### src/sv/jbhc_pkg.sv
// Shared types, codes and helpers for the JPEG block Huffman coder.
// No dependencies; imported by every module of the block.
package jbhc_pkg;

    // Request opcodes
    localparam logic [1:0] OP_LOAD  = 2'd0;
    localparam logic [1:0] OP_CLEAR = 2'd1;
    localparam logic [1:0] OP_CODE  = 2'd2;

    // Table identifiers
    localparam logic [1:0] TBL_LUMA_DC   = 2'd0;
    localparam logic [1:0] TBL_CHROMA_DC = 2'd1;
    localparam logic [1:0] TBL_LUMA_AC   = 2'd2;
    localparam logic [1:0] TBL_CHROMA_AC = 2'd3;

    // Component codes
    localparam logic [1:0] COMP_LUMA    = 2'd0;
    localparam logic [1:0] COMP_INVALID = 2'd3;

    // Special symbols and limits
    localparam logic [7:0] SYM_ZRL   = 8'd240;
    localparam logic [7:0] SYM_EOB   = 8'd0;
    localparam logic [3:0] CAT_LIMIT = 4'd12;
    localparam logic [5:0] RUN_MAX   = 6'd63;
    localparam logic [4:0] LEN_MAX   = 5'd16;

    localparam int BLOCK_COEFS_DEF = 64;
    localparam int TABLE_DEPTH     = 1024;
    localparam int CODE_W          = 27;

    typedef enum logic [1:0] {
        ST_IDLE,
        ST_READ,
        ST_PUT
    } state_t;

    // Controller to datapath
    typedef struct packed {
        logic capture;   // request taken this cycle
        logic read;      // fetch table entry
        logic put;       // load output register
    } cmd_t;

    // Datapath to controller
    typedef struct packed {
        logic need_out;  // offered request yields a result
        logic new_err;   // offered request is a range error
        logic more;      // held item still has words after this one
        logic out_free;  // output register can take a word
    } status_t;

    // Magnitude category: number of significant bits
    function automatic logic [3:0] category(input logic [11:0] mag);
        logic [3:0] c;
        c = 4'd0;
        for (int i = 0; i < 12; i++)
        begin
            if (mag[i])
            begin
                c = 4'(i + 1);
            end
        end
        return c;
    endfunction

endpackage

### src/sv/jbhc_ctrl.sv
// Sequencer for the JPEG block Huffman coder: accept, table read, emit.
// Depends on jbhc_pkg.
module jbhc_ctrl (
    input  logic              clk,
    input  logic              rst_n,
    input  logic              in_valid,
    output logic              in_stall,
    input  jbhc_pkg::status_t status,
    output jbhc_pkg::cmd_t    cmd
);
    import jbhc_pkg::*;

    state_t state_reg;
    state_t state_next;

    // State register
    always_ff @(posedge clk or negedge rst_n)
    begin
        if (!rst_n)
        begin
            state_reg <= ST_IDLE;
        end
        else
        begin
            state_reg <= state_next;
        end
    end

    // Next state and commands
    always_comb
    begin
        state_next  = state_reg;
        cmd         = '0;
        in_stall    = 1'b1;
        case (state_reg)
            ST_IDLE:
            begin
                in_stall = 1'b0;
                if (in_valid)
                begin
                    cmd.capture = 1'b1;
                    if (status.need_out)
                    begin
                        state_next = status.new_err ? ST_PUT : ST_READ;
                    end
                end
            end
            ST_READ:
            begin
                cmd.read   = 1'b1;
                state_next = ST_PUT;
            end
            ST_PUT:
            begin
                if (status.out_free)
                begin
                    cmd.put    = 1'b1;
                    state_next = status.more ? ST_READ : ST_IDLE;
                end
            end
            default:
            begin
                state_next = ST_IDLE;
            end
        endcase
    end

endmodule

### config.mk
export PLATFORM = sky130hd
export DESIGN_NAME = jbhc_ctrl
export DESIGN_NICKNAME = d
export VERILOG_FILES = /design/src/sv/jbhc_pkg.sv /design/src/sv/jbhc_ctrl.sv
export SDC_FILE = /design/constraint.sdc
export NUM_CORES = 1
export LEC_CHECK = 0
export ABC_AREA = 1
export BUFFER_PORTS_ARGS = -buffer_cell sky130_fd_sc_hd__buf_2
export CORE_AREA = 4 4 41 43
export DETAILED_ROUTE_END_ITERATION = 10
export DIE_AREA = 0 0 45 47
export GPL_TIMING_DRIVEN = 0
export PLACE_DENSITY = 0.37
export SLEW_MARGIN = 20
export SYNTH_ARGS = -nofsm -noshare
export SYNTH_HDL_FRONTEND = slang
export SYNTH_SLANG_ARGS = --single-unit
### constraint.sdc
create_clock -name clk -period 1.5 [get_ports clk]
set_input_delay 0.3 -clock clk [delete_from_list [all_inputs] [get_ports clk]]
set_output_delay 0.3 -clock clk [all_outputs]
set_load 0.05 [all_outputs]
; ---- After elaboration in Yosys (flattened, before gate mapping)
; Index checks and enable logic that the tools add are counted.
[op_classes]
reduce_logical = 2
n_mux = 12
eq_ne = 5
[ops]
columns = op, n
row1 = 2-to-1 mux 2 bit, 4
row2 = 2-to-1 mux 1 bit, 7
row3 = != test 2 bit (second input constant), 3
row4 = one-hot mux 2 bit (3 select lines), 1
row5 = AND reduction 3 bit, 1
row6 = == test 2 x 1 -> 1 bit (second input constant), 1
row7 = == test 2 bit (second input constant), 1
row8 = logical NOT 2 bit, 1
[totals]
regBits = 2
output_inout_bits = 4

; ---- Logic depth before layout (Yosys ltp)
; Gate-level depths: netlist of the first run.
[depth]
ltp_word = 4
depth_mapped = 5
depth_no_buf = 5

; ---- Worst setup path after synthesis of the first run
; No wires, ideal clock.
[synth_timing]
path_kind = flip-flop to output port
start = reg state_reg[1]
end = out cmd[2] (netlist name)
n_path_buf = 0
t_arrival_ns = 1.500
slack_ns = -0.300
path_stages_with_launch = 4
cell_sequence = dfrtp_1 nor2_2 inv_1 nor2_1
[synth_lines]
columns = item, line
row1 = "start, declared", jbhc_ctrl.sv:13  ; state_t state_reg;
row2 = "start signal, assigned", jbhc_ctrl.sv:25  ; state_reg <= state_next;
row3 = "end, declared", jbhc_ctrl.sv:9  ; output jbhc_pkg::cmd_t cmd

==> reports/metrics.cfg, run 1 <==
[critical_path]
path_cells=nor2_4 -> inv_1 -> nor2_4 -> buf_6
worstReg2RegStart=state_reg[1]
worst-path-buf-inv=2
crit_slowest_cell=dfrtp_2
cpLargestDelayFamily=flip-flops
crit_path_start_kind=flip-flop
crit_start=state_reg[1]
cp-end-kind=output pin
slowest_delay_ps=440
critical_path_required_ps=1200
cp_common_cell=nor2_4
reg2reg_depth=4
crit_arrival_ps=1100
crit_type=flip-flop to output pin
crit_fanout=6
r2r_end=state_reg[1]
r2r_setup_slack_ps=660

[job]
maxCapViolCount=0

[timing]
timing.fmax_mhz=715
final_max_slew_viol_count=0
hold_viol=0
setup_tns_ps=0
setup_viol=0
finalCritPeriodShare_pct=93.2
rsz0062_at_grt=no
timing.slew.headroom_pct=83.4
skew_ps=2.24
tightest_slew_ps=250
finalWorstPathRequiredPeriod_ps=1400

[floorplan]
die_w_um=45
initial_core_util_pct=11.1
fp-row-count=13
chipHeight_um=47
die_area_um2=2120
ios=11
core_area_um2=1300

[synthesis]
syn-instance-count=24
syn_area_per_cell_um2=6.00
ys_types=8
synthTopCellsByArea=dfrtp_1 35%, nand2_1 18%, inv_1 16%
synth-seq-area-share_pct=34.8
synth_seq_cells=2
yosysWarnings=0
yosysTopAreaCell=dfrtp_1
post_synth_instance_area_um2=144
syn_nets=31
synth_top_area_share_pct=34.8

[placed_design]
dp.cells=49
port_buffers=10
gp_congestion=0.579
hpwl_um=307

[clocking]
clock_latency_ps=220
cts_tree=yes
cts.sinks=2
path_clk_slew_ps=30
numCtsBuffers=3
cts-root-buf=clkbuf_4
htree_levels=1
clock_path_buffers=2

[global_routing]
grt_util_all_layers_pct=5.29
antenna_found_initial=0
overflow=0
grt_start_max_net_pins=7
grt_pass1_vias=169
grt_pass1_wl_um=690

[power]
ir_worst_vdd_mv=0.359
powerDensity_nw_per_um2=2180
leakage_nw=0.157
p_switching_w=0.000314
intPower_w=0.000270
p_seq_share_pct=19.4
sw_frac_of_total_pct=53.8
combPwrFrac_pct=60.3
clkPwrFrac_pct=20.3

[drt]
wl_um=380
drc=0
first_iter_violations=3
vias_per_cell=3.38
firstDrtPassIters=2
vias=179
postRouteAntennaNets=0
post_drt_wl_per_cell_um=7.17

[cells_and_area]
area_growth_pct=86.1
finalNonFillerCells=53
largest_register_ffs=2
fin_nets=47
drive_above_1_share_pct=50.0
n_antenna_cell=0
layout_commonest_cell=buf_2
final_cell_mix=8 x buf_2, 7 x nand2_1, 5 x inv_1

[status]
status=finished clean

[min_path]
hold_class=primary input to async pin

==> synthesized netlist by cell type <==
library cell and count:
a21oi_1 1, nor2_1 3, inv_1 6, nand3_1 2, nand2_2 1, nand2_1 7
dfrtp_1 2, nor2_2 2
==> routing by layer <==
layer  share of wire [%]  routed length [um]  vias to the layer above  GRT usage, %
li1                    -                   -                       99             -
met1                  42                 160                       75          5.00
met2                  46                 175                        5          5.65
met3                  12                  44                        0          4.98
met4                   0                   0                        0          7.02
met5                   0                   0                        -             0
==> repair_timing <==
item | CTS | global route
setup endpoints to repair | 1 | 3
resized for setup | 1 | 5
hold buffers | 1 | 0
endpoints found under the hold margin | 2 | 0
setup buffers | 0 | 0
==> worst max path at each step <==
stage	slack, ps	depth (start not counted)	to
floorplan	20	3	cmd[0]
global placement	180	4	cmd[2]
detailed placement	190	4	cmd[2]
CTS	5	4	cmd[2]
global route	10	4	cmd[2]
finish	100	4	cmd[2]
==> power by group through the flow <==
stage / Sequential (W) / Combinational (W) / Clock [W]
3_3_place_gp: 0.000104 / 0.000333 / 0
5_1_grt: 0.000119 / 0.000386 / 0.000139
2_1_floorplan: 0.0000979 / 0.000270 / 0
3_5_place_dp: 0.000102 / 0.000333 / 0
6_report: 0.000113 / 0.000353 / 0.000119
4_1_cts: 0.000102 / 0.000341 / 0.000129
==> through the flow <==
stage | area [um2] | hold slack (ps) | utilization (%) | worst slack, ps | power (W)
4_1_cts | 255 | 382 | 19.6 | 5.41 | 0.000572
2_1_floorplan | 151 | 4.41 | - | 24.3 | 0.000368
3_3_place_gp | 220 | 88.2 | 16.9 | 181 | 0.000437
5_1_grt | 268 | 396 | 20.6 | 13.7 | 0.000644
3_5_place_dp | 220 | 88.5 | 16.9 | 193 | 0.000435
6_report | 268 | 391 | 20.6 | 102 | 0.000585
==> cells by family (layout without fill, tap and decap cells) <==
kind of cell	Yosys count	count (layout)	synth area share, %
flops	2	2	34.8
simple gates	15	15	46.1
buf+inv	6	20	15.7
compound gates	1	1	3.47
==> worst register-to-register path, delay by kind of cell (launching register included) <==
kind / cells / cell delay [ps]
DFF: 1 / 440
and+or+nand+nor: 4 / 290
==> cell type report <==
type	count	area (um2)
fillers	165	1030
multi-input cells	16	83.8
repair buffers	11	68.8
flip-flops and latches	2	51.3
clock buffers	3	22.5
inverters	6	22.5
well taps	15	18.8
Note: power is estimated with default switching activity, not from simulation.
==> run 2: changes to the inputs <==
--- a/config.mk
+++ b/config.mk
@@ -11,8 +11,7 @@
 export DETAILED_ROUTE_END_ITERATION = 10
 export DIE_AREA = 0 0 45 47
 export GPL_TIMING_DRIVEN = 0
-export PLACE_DENSITY = 0.37
-export SLEW_MARGIN = 20
+export PLACE_DENSITY = 0.3
 export SYNTH_ARGS = -nofsm -noshare
 export SYNTH_HDL_FRONTEND = slang
 export SYNTH_SLANG_ARGS = --single-unit
==> run 2 against run 1 <==
Effect of this change: via count up 1.1%; worst setup slack worse by 21 ps; sequential power is essentially flat; power up 0.91%; utilization unchanged; global-route usage fell by 0.63 points; die area stayed put; fmax shrank 1.5%; critical path depth unchanged; sequential share of layout area stayed put; register-to-register slack got worse by 30 ps; critical path type unchanged; critical endpoint is now cmd[0]; largest power group unchanged.
==> reports/metrics.cfg, run 2 (synthesis gave the netlist of run 1 again) <==
[critical_path]
crit_type=flip-flop to output pin
slowest_delay_ps=400  ; -40 ps
reg2reg_depth=5  ; +1
crit_start=state_reg[0]
critical_path.endpoint=cmd[0]
crit_arrival_ps=1120  ; +20 ps
path_cells=inv_1 -> nand2_1 -> nor2_1 -> buf_4
crit_path_start_kind=flip-flop
cp-end-kind=output pin
r2r_setup_slack_ps=630  ; -30 ps
worst-path-buf-inv=2  ; unchanged
worstReg2RegStart=state_reg[0]
crit_slowest_cell=dfrtp_1
crit_fanout=5  ; -1
cp.depth=4  ; unchanged
r2r_end=state_reg[0]
critical_path_required_ps=1200  ; about the same
cpLargestDelayFamily=flip-flops

[power]
leakage_nw=0.158  ; +0.42%
ir_worst_vdd_mv=0.705  ; +96%
p_total_w=0.000590  ; +0.91%
powerDensity_nw_per_um2=2200  ; +0.91%

[drt]
vias=181  ; +1.1%
top_layer=met4
firstDrtPassIters=2  ; unchanged
drc=0  ; unchanged
postRouteAntennaNets=0  ; unchanged
vias_per_cell=3.42  ; +1.1%
first_iter_violations=1  ; -2
post_drt_wl_per_cell_um=7.51  ; +4.7%
dr_wl_met3_um=37  ; -16%
wl_met2_um=158  ; -9.7%
wl_um=398  ; +4.7%
m1WireLength_um=182  ; +14%

[timing]
skew_ps=2.90  ; +0.665 ps
finalWorstPathRequiredPeriod_ps=1420  ; +21.0 ps
tightest_slew_ps=250  ; -0.440 ps
timing.slew.headroom_pct=83.5  ; about the same
finalCritPeriodShare_pct=94.6  ; +1.4 points
rsz0062_at_grt=no
timing.fmax_mhz=705  ; -1.5%
setup_tns_ps=0  ; unchanged
final_max_slew_viol_count=0  ; unchanged
setup_viol=0  ; unchanged
hold_viol=0  ; unchanged

[floorplan]
initial_core_util_pct=11.1  ; unchanged
core_area_um2=1300  ; unchanged
fp-row-count=13  ; unchanged
die_area_um2=2120  ; unchanged
die_w_um=45  ; unchanged
chipHeight_um=47  ; unchanged
ios=11  ; unchanged

[clocking]
cts-root-buf=clkbuf_4
cts.sinks=2  ; unchanged
clock_path_buffers=2  ; unchanged
clock_latency_ps=230  ; about the same
numCtsBuffers=3  ; unchanged
htree_levels=1  ; unchanged
path_clk_slew_ps=30  ; about the same
cts_tree=yes

[placed_design]
gp_congestion=0.686  ; +19%
hpwl_um=302  ; -1.6%
port_buffers=10  ; unchanged

[global_routing]
grt_pass1_wl_um=641  ; -7.1%
grt_start_max_net_pins=7  ; unchanged
antenna_found_initial=0  ; unchanged
overflow=0  ; unchanged
grt_util_all_layers_pct=4.66  ; -0.63 points
grt_pass1_vias=158  ; -6.5%

[cells_and_area]
n_antenna_cell=0  ; unchanged
multi_input_area_um2=83.8  ; unchanged
drive_above_1_share_pct=47.4  ; -2.6 points
regArea_um2=51.3  ; unchanged
fin_nets=47  ; unchanged
layout_commonest_cell=buf_2
largest_register_ffs=2  ; unchanged
fill_cells=152  ; -7.9%
final_cell_mix=8 x buf_2, 7 x nand2_1, 6 x inv_1
area_growth_pct=86.1  ; unchanged

[min_path]
hold_class=primary input to flip-flop
worstHoldStart=status[0]
hold_depth=4

[status]
status=finished clean

[job]
maxCapViolCount=0  ; unchanged

## run 2: cell types whose count changed in the layout (fill, tap and decap cells not counted)
cell and delta:
inv_2 -1, buf_4 +1, inv_1 +1, clkbuf_4 -1
## run 2: how the worst min path moves through the flow
stage / to / slack [ps]
final: state_reg[1] / 380
after global routing: state_reg[1] / 390
after CTS: state_reg[0] / 380
after detailed placement: state_reg[0] / 90
after global placement: state_reg[0] / 80
after floorplan: state_reg[0] / 4
## run 2: area by class of cell
| cell class | count | area share (%) |
|---|---|---|
| clock buffer | 3 | 8.41 |
| inverter | 6 | 8.41 |
| multi-input combinational | 16 | 31.3 |
| sequential | 2 | 19.2 |
| tap | 15 | 7.01 |
| timing repair buffer | 11 | 25.7 |
## run 2: through the flow
stage               area [um2]  hold slack [ps]  worst slack [ps]  instances  util [%]
floorplan                  151             4.41              24.3         24         -
global placement           220             84.0               194         49      16.9
detailed placement         220             86.9               184         49      16.9
CTS                        255              378              2.13         53      19.6
global route               268              395              2.42         53      20.6
finish                     268              380              80.6         53      20.6
## run 2: per-layer routing
metal | up-vias | GRT usage [%]
li1 | 97 | -
met1 | 73 | 5.45
met2 | 9 | 5.65
met3 | 2 | 1.15
met4 | 0 | 7.02
met5 | - | 0
## run 2: power by group
part           total [W]  internal [W]  switching, W
Clock           0.000122     0.0000885     0.0000336
Sequential      0.000115     0.0000786     0.0000360
Combinational   0.000353      0.000104      0.000250
## run 2: what timing repair did
action                                  in CTS  in global routing
endpoints found under the hold margin        2                  0
endpoints found under the setup margin       1                  3
setup buffers                                0                  0
hold buffers                                 1                  0
pin swaps                                    0                  0
resized for setup                            1                  5
## run 2: tightest hold or removal path, delay by kind of cell
family / cells / cell delay (ps)
and+or+nand+nor: 2 / 150
buffers and inverters: 2 / 120
